===== config.mk =====
export PLATFORM = sky130hd
export DESIGN_NAME = fdlnc_seq
export DESIGN_NICKNAME = d
export VERILOG_FILES = /design/src/rtl/core/fdlnc_pkg.sv /design/src/rtl/core/fdlnc_probe.sv /design/src/rtl/core/fdlnc_seq.sv
export SDC_FILE = /design/constraint.sdc
export NUM_CORES = 1
export LEC_CHECK = 0
export ABC_AREA = 1
export BUFFER_PORTS_ARGS = -buffer_cell sky130_fd_sc_hd__clkbuf_2
export CORE_ASPECT_RATIO = 0.8
export CORE_UTILIZATION = 25
export DETAILED_ROUTE_END_ITERATION = 8
export GPL_ROUTABILITY_DRIVEN = 0
export HOLD_SLACK_MARGIN = 0.05
export PLACE_DENSITY = 0.48
export REMOVE_ABC_BUFFERS = 1
export SLEW_MARGIN = 10
export SYNTH_ARGS = -nofsm -noshare
export SYNTH_HDL_FRONTEND = slang
export SYNTH_SLANG_ARGS = --single-unit
export TNS_END_PERCENT = 20

===== constraint.sdc =====
create_clock -name clk -period 2.9 [get_ports clk]
set_input_delay 0.29 -clock clk [delete_from_list [all_inputs] [get_ports clk]]
set_output_delay 0.29 -clock clk [all_outputs]
set_load 0.005 [all_outputs]

===== src/rtl/core/fdlnc_pkg.sv =====
// ----------------------------------------------------------------------------
// fdlnc_pkg
// Shared types and constants of the lattice node classifier.
// ----------------------------------------------------------------------------
package fdlnc_pkg;

  localparam int NUM_COLUMNS = 16;
  localparam int ACTIVE_COLS = (NUM_COLUMNS < 16) ? NUM_COLUMNS : 16;
  localparam int BIT_W       = $clog2(ACTIVE_COLS);
  localparam int NODE_W      = 16;
  localparam int TABLE_DEPTH = 1 << NODE_W;
  localparam int CAT_W       = 3;

  localparam logic [NODE_W-1:0] NODE_MASK =
    NODE_W'((33'd1 << ACTIVE_COLS) - 33'd1);

  typedef enum logic [1:0] {
    CMD_DEP       = 2'd0,
    CMD_NONDEP    = 2'd1,
    CMD_QUERY     = 2'd2,
    CMD_QUERY_ALT = 2'd3
  } cmd_t;

  typedef enum logic [CAT_W-1:0] {
    CAT_UNCHECKED       = 3'd0,
    CAT_MIN_DEP         = 3'd1,
    CAT_DEP             = 3'd2,
    CAT_CAND_MIN_DEP    = 3'd3,
    CAT_MAX_NONDEP      = 3'd4,
    CAT_NONDEP          = 3'd5,
    CAT_CAND_MAX_NONDEP = 3'd6
  } cat_t;

  typedef enum logic [2:0] {
    ST_CLEAR,
    ST_IDLE,
    ST_SCAN,
    ST_DRAIN,
    ST_QUERY
  } state_t;

  typedef struct packed {
    logic hit;
    logic unchk;
    logic seen_one;
    logic seen_two;
  } probe_flags_t;

endpackage


===== src/rtl/core/fdlnc_probe.sv =====
// ----------------------------------------------------------------------------
// fdlnc_probe
// Shared probe unit: forms one neighbour address per step, folds the
// category read back into the running flags and resolves the final class.
// ----------------------------------------------------------------------------
module fdlnc_probe (
  input  fdlnc_pkg::cmd_t                     cmd,
  input  logic [fdlnc_pkg::NODE_W-1:0]        node,
  input  logic [fdlnc_pkg::ACTIVE_COLS-1:0]   probe_mask,
  input  logic [fdlnc_pkg::BIT_W-1:0]         bit_idx,
  input  logic                                pend,
  input  logic [fdlnc_pkg::CAT_W-1:0]         rd_data,
  input  fdlnc_pkg::probe_flags_t             flags_in,
  output logic                                probe_en,
  output logic [fdlnc_pkg::NODE_W-1:0]        probe_addr,
  output fdlnc_pkg::probe_flags_t             flags_out,
  output fdlnc_pkg::cat_t                     cat_final
);
  import fdlnc_pkg::*;

  logic [NODE_W-1:0] onehot;
  logic              dep_cmd;
  logic              same_kind;
  cat_t              rd_cat;
  probe_flags_t      eval_flags;

  assign dep_cmd  = (cmd == CMD_DEP);
  assign probe_en = probe_mask[bit_idx];
  assign onehot   = NODE_W'(1) << bit_idx;
  assign rd_cat   = cat_t'(rd_data);

  always_comb begin
    if (dep_cmd) begin
      probe_addr = node & ~onehot;
    end else begin
      probe_addr = node | onehot;
    end
  end

  always_comb begin
    if (dep_cmd) begin
      same_kind = (rd_cat == CAT_MIN_DEP) || (rd_cat == CAT_DEP) ||
                  (rd_cat == CAT_CAND_MIN_DEP);
    end else begin
      same_kind = (rd_cat == CAT_MAX_NONDEP) || (rd_cat == CAT_NONDEP) ||
                  (rd_cat == CAT_CAND_MAX_NONDEP);
    end
  end

  // fold the data of the probe issued in the previous cycle
  always_comb begin
    eval_flags = flags_in;
    if (pend) begin
      if (rd_cat == CAT_UNCHECKED) begin
        eval_flags.unchk = 1'b1;
      end else if (same_kind) begin
        eval_flags.hit = 1'b1;
      end
    end
  end

  // count node columns of a dependency command, saturating at two
  always_comb begin
    flags_out = eval_flags;
    if (probe_en && dep_cmd) begin
      flags_out.seen_one = 1'b1;
      flags_out.seen_two = flags_in.seen_two | flags_in.seen_one;
    end
  end

  always_comb begin
    if (dep_cmd) begin
      priority if (!eval_flags.seen_two) begin
        cat_final = CAT_MIN_DEP;
      end else if (eval_flags.hit) begin
        cat_final = CAT_DEP;
      end else if (eval_flags.unchk) begin
        cat_final = CAT_CAND_MIN_DEP;
      end else begin
        cat_final = CAT_MIN_DEP;
      end
    end else begin
      priority if (eval_flags.hit) begin
        cat_final = CAT_NONDEP;
      end else if (eval_flags.unchk) begin
        cat_final = CAT_CAND_MAX_NONDEP;
      end else begin
        cat_final = CAT_MAX_NONDEP;
      end
    end
  end

endmodule


===== src/rtl/core/fdlnc_seq.sv =====
// ----------------------------------------------------------------------------
// fdlnc_seq
// Sequencer: table clearing pass, column scan over the shared probe unit,
// table update, query read and result register.
// ----------------------------------------------------------------------------
module fdlnc_seq (
  input  logic                              clk,
  input  logic                              rst_n,
  input  logic                              start,
  output logic                              busy,
  input  logic [1:0]                        in_command,
  input  logic [fdlnc_pkg::NODE_W-1:0]      in_column_set,
  input  logic [3:0]                        in_rhs_index,
  output logic                              out_valid,
  output logic [fdlnc_pkg::CAT_W-1:0]       out_category,
  output logic                              out_is_candidate,
  output logic                              ram_we,
  output logic [fdlnc_pkg::NODE_W-1:0]      ram_waddr,
  output logic [fdlnc_pkg::CAT_W-1:0]       ram_wdata,
  output logic [fdlnc_pkg::NODE_W-1:0]      ram_raddr,
  input  logic [fdlnc_pkg::CAT_W-1:0]       ram_rdata
);
  import fdlnc_pkg::*;

  state_t                 state_r, state_nxt;
  cmd_t                   cmd_r, cmd_nxt;
  logic [NODE_W-1:0]      node_r, node_nxt;
  logic [ACTIVE_COLS-1:0] mask_r, mask_nxt;
  logic [BIT_W-1:0]       bit_r, bit_nxt;
  logic                   pend_r, pend_nxt;
  probe_flags_t           flags_r, flags_nxt;
  logic [NODE_W-1:0]      clr_addr_r, clr_addr_nxt;
  logic                   out_valid_r, out_valid_nxt;
  logic [CAT_W-1:0]       out_cat_r, out_cat_nxt;
  logic                   out_cand_r, out_cand_nxt;

  cmd_t                   in_cmd;
  logic [NODE_W-1:0]      in_node;
  logic [ACTIVE_COLS-1:0] rhs_excl;
  logic                   probe_en;
  logic [NODE_W-1:0]      probe_addr;
  probe_flags_t           flags_upd;
  cat_t                   cat_final;
  cat_t                   rd_cat;

  assign in_cmd  = cmd_t'(in_command);
  assign in_node = in_column_set & NODE_MASK;
  assign rd_cat  = cat_t'(ram_rdata);

  always_comb begin
    if (5'(in_rhs_index) < 5'(ACTIVE_COLS)) begin
      rhs_excl = ACTIVE_COLS'(1) << in_rhs_index;
    end else begin
      rhs_excl = '0;
    end
  end

  fdlnc_probe u_probe (
    .cmd        (cmd_r),
    .node       (node_r),
    .probe_mask (mask_r),
    .bit_idx    (bit_r),
    .pend       (pend_r),
    .rd_data    (ram_rdata),
    .flags_in   (flags_r),
    .probe_en   (probe_en),
    .probe_addr (probe_addr),
    .flags_out  (flags_upd),
    .cat_final  (cat_final)
  );

  always_ff @(posedge clk) begin
    if (!rst_n) begin
      state_r     <= ST_CLEAR;
      clr_addr_r  <= '0;
      pend_r      <= 1'b0;
      out_valid_r <= 1'b0;
    end else begin
      state_r     <= state_nxt;
      clr_addr_r  <= clr_addr_nxt;
      pend_r      <= pend_nxt;
      out_valid_r <= out_valid_nxt;
    end
  end

  always_ff @(posedge clk) begin
    cmd_r      <= cmd_nxt;
    node_r     <= node_nxt;
    mask_r     <= mask_nxt;
    bit_r      <= bit_nxt;
    flags_r    <= flags_nxt;
    out_cat_r  <= out_cat_nxt;
    out_cand_r <= out_cand_nxt;
  end

  always_comb begin
    state_nxt     = state_r;
    cmd_nxt       = cmd_r;
    node_nxt      = node_r;
    mask_nxt      = mask_r;
    bit_nxt       = bit_r;
    pend_nxt      = 1'b0;
    flags_nxt     = flags_r;
    clr_addr_nxt  = clr_addr_r;
    out_valid_nxt = 1'b0;
    out_cat_nxt   = out_cat_r;
    out_cand_nxt  = out_cand_r;
    ram_we        = 1'b0;
    ram_waddr     = node_r;
    ram_wdata     = cat_final;
    ram_raddr     = probe_addr;
    busy          = 1'b1;

    unique case (state_r)
      ST_CLEAR: begin
        ram_we       = 1'b1;
        ram_waddr    = clr_addr_r;
        ram_wdata    = CAT_UNCHECKED;
        clr_addr_nxt = clr_addr_r + NODE_W'(1);
        if (&clr_addr_r) begin
          state_nxt = ST_IDLE;
        end
      end

      ST_IDLE: begin
        busy      = 1'b0;
        ram_raddr = in_node;
        if (start) begin
          cmd_nxt   = in_cmd;
          node_nxt  = in_node;
          bit_nxt   = '0;
          flags_nxt = '0;
          unique case (in_cmd)
            CMD_DEP: begin
              mask_nxt  = in_node[ACTIVE_COLS-1:0];
              state_nxt = ST_SCAN;
            end
            CMD_NONDEP: begin
              mask_nxt  = ~in_node[ACTIVE_COLS-1:0] & ~rhs_excl;
              state_nxt = ST_SCAN;
            end
            CMD_QUERY, CMD_QUERY_ALT: begin
              state_nxt = ST_QUERY;
            end
          endcase
        end
      end

      ST_SCAN: begin
        pend_nxt  = probe_en;
        flags_nxt = flags_upd;
        bit_nxt   = bit_r + BIT_W'(1);
        if (bit_r == BIT_W'(ACTIVE_COLS - 1)) begin
          state_nxt = ST_DRAIN;
        end
      end

      ST_DRAIN: begin
        ram_we        = 1'b1;
        out_valid_nxt = 1'b1;
        out_cat_nxt   = cat_final;
        out_cand_nxt  = (cat_final == CAT_CAND_MIN_DEP) ||
                        (cat_final == CAT_CAND_MAX_NONDEP);
        state_nxt     = ST_IDLE;
      end

      ST_QUERY: begin
        out_valid_nxt = 1'b1;
        out_cat_nxt   = ram_rdata;
        out_cand_nxt  = (rd_cat == CAT_CAND_MIN_DEP) ||
                        (rd_cat == CAT_CAND_MAX_NONDEP);
        state_nxt     = ST_IDLE;
      end

      default: begin
        state_nxt = ST_IDLE;
      end
    endcase
  end

  assign out_valid        = out_valid_r;
  assign out_category     = out_cat_r;
  assign out_is_candidate = out_cand_r;

endmodule


==> results of run 1 <==
==> final timing paths <==
path	start	cells after the start	to
worst max-delay path	bit_r[0]	6	ram_raddr[14]
worst max register to register	state_r[1]	5	bit_r[0]
worst min register to register	clr_addr_r[1]	2	clr_addr_r[1]
worst min-delay path	in_column_set[4]	1	node_r[4]
==> layer usage <==
layer / vias up / part of all wire, %
li1: 1857 / -
met1: 1645 / 51
met2: 114 / 41
met3: 11 / 6.2
met4: 0 / 1.0
met5: - / 0
==> kinds of logic after synthesis <==
kind of cell,count (synthesis),synth area share [%]
and+or+nand+nor,240,27.7
AOI/OAI and AO/OA,102,13.7
DFF,67,45.6
xor gates and xnor gates,3,0.665
buffers and inverters,103,10.2
adders and majority gates,7,2.22
==> flip-flops by register name, indices dropped and copies added (netlist names) <==
| signal | cells |
|---|---|
| clr_addr_r | 16 |
| mask_r | 16 |
| node_r | 16 |
| bit_r | 4 |
| flags_r | 4 |
| out_category | 3 |
| state_r | 3 |
| cmd_r | 2 |
| out_is_candidate | 1 |
| out_valid | 1 |
| pend_r | 1 |
==> power groups by stage <==
stage	Clock, W	Combinational (W)	Sequential [W]
4_1_cts	0.00106	0.000106	0.00103
3_5_place_dp	0	0.000106	0.00105
3_3_place_gp	0	0.000105	0.00105
2_1_floorplan	0	0.0000507	0.00105
5_1_grt	0.00110	0.000119	0.00103
6_report	0.00103	0.000105	0.00103
==> through the flow <==
| step | power (W) | utilization [%] | cells |
|---|---|---|---|
| 2_1_floorplan | 0.00110 | - | 503 |
| 3_3_place_gp | 0.00115 | 29.7 | 787 |
| 3_5_place_dp | 0.00115 | 29.7 | 787 |
| 4_1_cts | 0.00219 | 31.6 | 803 |
| 5_1_grt | 0.00225 | 31.6 | 803 |
| 6_report | 0.00217 | 31.6 | 803 |
==> synth_stat cells, drive strengths merged <==
cell,number,area share (%)
nand2,121,12
inv,83,7.9
o21ai,74,9.4
nor2,56,6.8
edfxtp,46,35
nand3,38,5.1
dfxtp,21,11
nand4,20,3.2
a21oi,16,2.0
buf,12,1.5
clkbuf,7,0.66
ha,7,2.2
o211ai,6,1.1
nor3,4,0.51
o311ai,3,0.66
xor2,2,0.44
a21o,1,0.19
a31oi,1,0.16
clkinv,1,0.095
nor4,1,0.16
o22ai,1,0.16
xnor2,1,0.22
==> cell type report <==
cell class	count	share of cell area [%]
multi-input cells	352	36.6
clock inverters	2	0.182
repair buffers	74	7.96
well taps	210	5.47
flip-flops and latches	67	37.5
clock buffers	14	5.73
inverters	84	6.56
==> results.toml, run 1 <==
[worst_setup_path]
crit_buf_inv = 3
setup.reg_to_reg.worst_slack_ns = 1.02
cp-start-kind = "register"
crit_fanout = 14
end_kind = "primary output"
worstPathRequired_ns = 2.61
critPathKind = "register to primary output"
cp.arrival_ns = 2.18
path_delay_family = "flip-flops"
slowest_delay_ns = 0.57
crit_chain = "inv_2 > ha_1 > inv_1 > o311ai_0 > o21ai_0 > clkbuf_2"
slowest_stage = "edfxtp_1"

[timing]
holdWs_ns = 0.153
final_max_slew_viol_count = 0
skew_ns = 0.00406
max_freq_mhz = 404
setup_violations = 0
fin_tns_setup_ns = 0
layout_setup_ws_ns = 0.428
fin_crit_ns = 2.47
slew_headroom_pct = 53.1
rsz0062_at_grt = "no"
hold_violations = 0
tightestPinTransition_ns = 0.702
period_share_pct = 85.3

[power]
power.leakage_nw = 2.04
p_clk_share_pct = 47.8
netSwitchingFraction_pct = 21.1
powerDensity_nw_per_um2 = 451
power.share.combinational_pct = 4.9
p_seq_share_pct = 47.4
p_int_w = 0.00171
ir_worst_vdd_uv = 263
p_sw_w = 0.000456

[finish]
final_common_cell = "nand2_1"
ff_latch_area_um2 = 1800
drive_gt1_share_pct = 18.9
nFillCells = 1681
areaGrowthSynthToFinish_pct = 21.6
fin_nets = 623
antennaDiodeCount = 0
mostFrequentLayoutCells = "116 x nand2_1, 76 x inv_1, 69 x clkbuf_2"
final_cell_area_um2 = 4810
multi_input_area_um2 = 1760

[synth]
synth_seq_cells = 67
ys_types = 30
syn_inst = 522
synth_area_um2 = 3950
ys_seq_area_share_pct = 45.6
ys_warn_count = 0
postSynthAreaPerCell_um2 = 7.57

[global_routing]
antenna_found_initial = 0
track_usage_pct = 14.3
met3_usage_pct = 3.47
grt.met1_usage_pct = 20.7
groute.layer.met2.usage_pct = 21.1
grt_pass1_vias = 3396
grt_pass1_wl_um = 17700
grt_max_degree = 36
grt_busiest_layer = "met2"
grt-ovfl-total = 0

[detailed_routing]
drt_iter0_markers = 228
post_drt_wl_per_cell_um = 14.0
drcViolationCount = 0
dr_total_vias = 3627
totalWireLength_um = 11300
via_per_inst = 4.52
ant_nets = 0
dr.pass1.iters = 5

[clock_tree]
cts_resized = 0
cts_tree = "done"
cts_buffers = 9
root_buffer = "clkbuf_16"
cts_setup_buffers = 0
clk_latency_ns = 0.33
cts-hold-fix-buffers = 0
cts_max_path_buffers = 2
clock-sinks = 67
h-tree-depth = 3
path_clk_slew_ns = 0.05

[die]
initial_core_util_pct = 26.0
num_io_pins = 70
row_count = 40
fp.dieH_um = 114
die_w_um = 143
core-area_um2 = 15200
die_area_um2 = 16300

[placement]
dp_slack_ns = 0.798
dpl_cell_area_um2 = 4520
dp.final_hpwl_um = 8790
io_buffers = 69

[run_status]
outcome = "finished clean"

[run]
cap_violations = 0

[worst_hold_path]
hold_path.class = "primary input to register"
Power figures use the tool's default switching activity.
==> run 2, diff against run 1 <==
- ABC_AREA: 1 -> unset
- GPL_ROUTABILITY_DRIVEN: 0 -> unset
==> run 2 against run 1 <==
The flow now finishes with violations (DRC); register-to-register slack lost 0.29 ns; flip-flop and latch count did not move; via count fell by 14%; cell area fell by 6.3%; sequential power is essentially flat; die area fell by 5.7%; global-route usage is 0.51 points higher; critical path depth fell by 1; final cell count fell by 18%; area after synthesis shrank 5.8%; first-iteration DRC count is 3.1% higher.
==> results.toml, run 2 <==
[run_status]
outcome = "finished with violations"
violations = "DRC"

[finish]
areaGrowthSynthToFinish_pct = 21.0
mostFrequentLayoutCells = "88 x nand2_1, 69 x clkbuf_2, 46 x edfxtp_1"
fin_cells = 657
final_cell_area_um2 = 4500
final_common_cell = "nand2_1"
top_regs = "clr_addr_r x16, mask_r x16, node_r x16"
antennaDiodeCount = 0
drive_gt1_share_pct = 19.2
fin_nets = 503

[timing]
slew_headroom_pct = 38.9
setup_violations = 0
fin_crit_ns = 2.41
period_share_pct = 83.2
tightestPinTransition_ns = 0.914
holdWs_ns = 0.192
rsz0062_at_grt = "no"
layout_setup_ws_ns = 0.488
skew_ns = 0.0116
max_freq_mhz = 415
fin_tns_setup_ns = 0
hold_violations = 0
final_max_slew_viol_count = 0

[global_routing]
antenna_found_initial = 0
grt.met1_usage_pct = 21.3
grt_max_degree = 34
grt_busiest_layer = "met2"
track_usage_pct = 14.8
met3_usage_pct = 3.93
groute.layer.met2.usage_pct = 21.5
grt_pass1_vias = 3008
grt-ovfl-total = 0
grt_pass1_wl_um = 17300

[synth]
synthFlopType = "edfxtp_1"
postSynthAreaPerCell_um2 = 9.22
synth_area_um2 = 3720
synth-simple-area-share_pct = 22.8
ys_types = 45
synth-edff-count = 46
synth_top_family_by_area = "simple AND/OR/NAND/NOR gates"
synth-compound-area-share_pct = 16.3
synth.area.top_cells = "edfxtp_1 37%, dfxtp_1 11%, nand2_1 8.9%, o21ai_0 4.3%, and2_1 3.0%"
synth_fa_ha_area_share_pct = 2.35
ys_seq_area_share_pct = 48.4
muxShareOfSynthArea_pct = 2.69
synth.most_common_cell = "nand2_1"
synthTopCellsByCount = "88 x nand2_1, 46 x edfxtp_1, 32 x o21ai_0, 24 x nor2_1, 21 x dfxtp_1"
yosys.area.top_type = "edfxtp_1"
syn_inst = 404
synth_xor_area_share_pct = 4.00
async_reset_ff_share_pct = 0
ys_warn_count = 0
yosys.area.top_type_share_pct = 37.1
synth_seq_cells = 67

[die]
num_io_pins = 70
core-area_um2 = 14400
row_count = 39
die_area_um2 = 15400
initial_core_util_pct = 25.9
fp.dieH_um = 111
die_w_um = 138

[worst_hold_path]
hold_start = "in_column_set[1]"
whs_endpoint = "node_r[1]"
hold_depth = 1
hold_path.class = "primary input to register"

[clock_tree]
cts_resized = 0
clk_latency_ns = 0.33
h-tree-depth = 3
cts_max_path_buffers = 2
cts-hold-fix-buffers = 0
cts_buffers = 9
path_clk_slew_ns = 0.05
cts_setup_buffers = 0
root_buffer = "clkbuf_16"
cts_tree = "done"
clock-sinks = 67

[worst_setup_path]
cp-start-kind = "register"
reg2reg_depth = 5
crit_fanout = 16
r2r_start = "state_r[1]"
slowest_stage = "edfxtp_1"
crit_buf_inv = 1
setup.reg_to_reg.worst_slack_ns = 0.73
crit_chain = "nor2b_1 > a21oi_1 > a311oi_1 > a21o_1 > clkbuf_2"
r2r-end = "flags_r[0]"
end_kind = "primary output"
worstPathRequired_ns = 2.61
path_delay_family = "flip-flops"
cp_num_cells = 5
critPathKind = "register to primary output"
slowest_delay_ns = 0.66
cp.arrival_ns = 2.12

[detailed_routing]
drt_iter0_markers = 235
post_drt_wl_per_cell_um = 16.4
dr_total_vias = 3137
drcViolationCount = 10
ant_nets = 0
dr.pass1.iters = 6
via_per_inst = 4.77
totalWireLength_um = 10800

[placement]
dp.final_hpwl_um = 8090
dpl_cell_area_um2 = 4250
dp.cells = 641
dp_slack_ns = 0.731
io_buffers = 69
place_congestion = 0.815

[run]
cap_violations = 0

[power]
powerDensity_nw_per_um2 = 464
power.leakage_nw = 1.89
ir_worst_vdd_uv = 277
## run 2: cell types whose count changed after synthesis, moves of 10 or more
cell,delta
a311oi_1,+12
mux2i_1,+10
and2_1,+18
nand4_1,-16
nand2_1,-28
o21ai_1,-13
o21ai_0,-27
inv_1,-66
nand3_1,-29
clkbuf_1,+10
nor2_1,-22
## run 2: report_power, final
part / switching, W / internal [W] / leakage, nW
Combinational: 0.0000670 / 0.0000373 / 1.18
Sequential: 0.00000480 / 0.00102 / 0.582
Clock: 0.000392 / 0.000565 / 0.123
Total: 0.000464 / 0.00163 / 1.89
## run 2: layout make-up
class                           count  area, um2
Multi-Input combinational cell    306       1800
Timing Repair Buffer               74        383
Clock buffer                       11        233
Clock inverter                      5       20.0
Inverter                           10       37.5
Tap cell                          184        230
Fill cell                        1523       9890
Sequential cell                    67       1800
## run 2: worst reg2reg max path, delay by kind of cell (launching register included)
kind / cells / cell delay (ns)
flops: 1 / 0.47
compound gates: 4 / 0.83
simple gates: 1 / 0.55
## run 2: routing by layer
metal | vias up | wire length (um)
li1 | 1566 | -
met1 | 1470 | 5460
met2 | 93 | 4670
met3 | 8 | 581
met4 | 0 | 93
met5 | - | 0
## run 2: cells by family (layout without fill, tap and decap cells)
family          count (synthesis)  after routing
fa+ha+maj                       7              7
compound gates                 95             95
buf+inv                        31            100
flops                          67             67
mux                            10             10
xor+xnor                       17             17
simple gates                  177            177
## run 2: how the worst max path moves through the flow
stage | startpoint | to | slack, ns
floorplan | state_r[2] | clr_addr_r[4] | 0.68
global route | bit_r[3] | ram_raddr[1] | 0.33
finish | bit_r[3] | ram_raddr[10] | 0.49
CTS | bit_r[0] | ram_raddr[14] | 0.47
detailed placement | state_r[1] | flags_r[0] | 0.73
global placement | bit_r[0] | ram_raddr[14] | 0.82
## run 2: through the flow
stage	total power, W	util, %
after CTS	0.00211	31.3
after detailed placement	0.00115	29.5
final	0.00209	31.3
after global placement	0.00115	29.5
after global routing	0.00216	31.3
after floorplan	0.00109	-
==> run 3, diff against run 2 <==
- clock period: 2.9 -> 2.4 ns (I/O delays scaled with it)
==> run 3 against run 2 <==
Combinational power is 21% higher; register-to-register slack worse by 0.28 ns; setup slack worse by 0.37 ns; count of clock-buffer cells in the layout stayed put; critical path depth is 1 higher; sequential power is 20% higher; via count is 0.45% higher; sequential share of layout area is 0.97 points lower; final cell count is 1.2% higher; hold slack worse by 0.063 ns; clock power is 33% higher; the flow still finishes with violations (DRC); total power is 26% higher.
==> results.toml, run 3 (synthesis gave the netlist of run 2 again) <==
[finish]
drive_gt1_share_pct = 22.5
final_common_cell = "nand2_1"
ff_latch_area_um2 = 1800
fin_cells = 665
mostFrequentLayoutCells = "88 x nand2_1, 69 x clkbuf_2, 46 x edfxtp_1"
nFillCells = 1490
top_regs = "clr_addr_r x16, mask_r x16, node_r x16"
areaGrowthSynthToFinish_pct = 24.0
multi_input_area_um2 = 1810
fin_nets = 511
antennaDiodeCount = 0
utilization_pct = 32.1

[timing]
slew_headroom_pct = 54.7
skew_ns = 0.0113
tightestPinTransition_ns = 0.680
layout_setup_ws_ns = 0.118
setup_violations = 0
holdWs_ns = 0.129
final_max_slew_viol_count = 0
hold_violations = 0
fin_crit_ns = 2.28
max_freq_mhz = 438
period_share_pct = 95.1
rsz0062_at_grt = "yes"

[power]
ir_worst_vdd_uv = 308
power.leakage_nw = 1.95
powerDensity_nw_per_um2 = 572
total_power_w = 0.00264

[clock_tree]
cts_buffers = 9
clk_latency_ns = 0.34
cts-hold-fix-buffers = 0
h-tree-depth = 3
cts_max_path_buffers = 2
cts_tree = "done"
path_clk_slew_ns = 0.05
root_buffer = "clkbuf_16"
clock-sinks = 67

[run_status]
violations = "DRC"
outcome = "finished with violations"

[worst_setup_path]
critPathKind = "register to primary output"
crit_buf_inv = 2
slowest_delay_ns = 0.59
worstPathRequired_ns = 2.16
end_kind = "primary output"
crit_fanout = 12
slowest_stage = "edfxtp_1"
path_delay_family = "flip-flops"
cp.arrival_ns = 2.04
crit_chain = "inv_1 > nor2_2 > a21oi_1 > a311oi_1 > a21o_1 > clkbuf_2"
cp-start-kind = "register"

[detailed_routing]
via_per_inst = 4.74
drcViolationCount = 10
dr.pass1.iters = 6
post_drt_wl_per_cell_um = 16.2
drt_iter0_markers = 205
ant_nets = 0
dr_total_vias = 3151
totalWireLength_um = 10700

[placement]
io_buffers = 69
dp_slack_ns = 0.395
dp.cells = 646
dp.final_hpwl_um = 8160
place_congestion = 0.824

[run]
cap_violations = 0

[die]
die_w_um = 138
die_area_um2 = 15400
fp.dieH_um = 111
num_io_pins = 70
row_count = 39
initial_core_util_pct = 25.9
core-area_um2 = 14400

[global_routing]
grt_pass1_wl_um = 16800
grt_pass1_vias = 3010
grt-ovfl-total = 0
antenna_found_initial = 0
grt_max_degree = 34
track_usage_pct = 14.4

[worst_hold_path]
hold_path.class = "primary input to register"
[run 3: cell count changes in the layout (fill, tap and decap cells not counted), moves of 2 or more]
cell / change
clkinv_1: -4
clkinv_4: +2
clkbuf_1: -2
buf_4: +7
clkbuf_8: +2
[run 3: what timing repair did]
action / CTS / global route
setup buffers: 0 / 3
gates resized for setup: 0 / 4
setup endpoints to repair: 0 / 10
[run 3: layout make-up]
cell class / instances / area share, %
multi-input cells: 306 / 39.2
flip-flops and latches: 67 / 39.0
repair buffers: 82 / 9.68
clock buffers: 11 / 5.48
well taps: 184 / 4.99
inverters: 10 / 0.813
clock inverters: 5 / 0.786
[run 3: stage by stage]
stage | TNS [ns] | instance area [um2]
2_1_floorplan | 0 | 3630
3_5_place_dp | 0 | 4290
5_1_grt | -0.0878 | 4620
4_1_cts | 0 | 4580
3_3_place_gp | 0 | 4290
6_report | 0 | 4620
[run 3: where the power goes]
part	internal (W)	switching (W)
clock network	0.000757	0.000514
registers	0.00124	0.00000584
logic	0.0000462	0.0000801
total	0.00204	0.000600
[run 3: worst paths after layout]
path                            cells after the start             to  slack (ns)          start
worst min register to register                      2  clr_addr_r[1]        0.53  clr_addr_r[1]
worst max register to register                      5     flags_r[1]        0.45     state_r[1]
worst max-delay path                                6   ram_raddr[5]        0.12       bit_r[2]
worst min-delay path                                1       cmd_r[0]        0.13  in_command[0]
[run 3: routing by layer]
metal	global-route usage, %	wire [um]	vias to the layer above
met3	3.89	685	11
met2	21.0	4460	106
met1	20.4	5470	1449
li1	-	-	1585
met4	4.79	139	0
met5	0	0	-
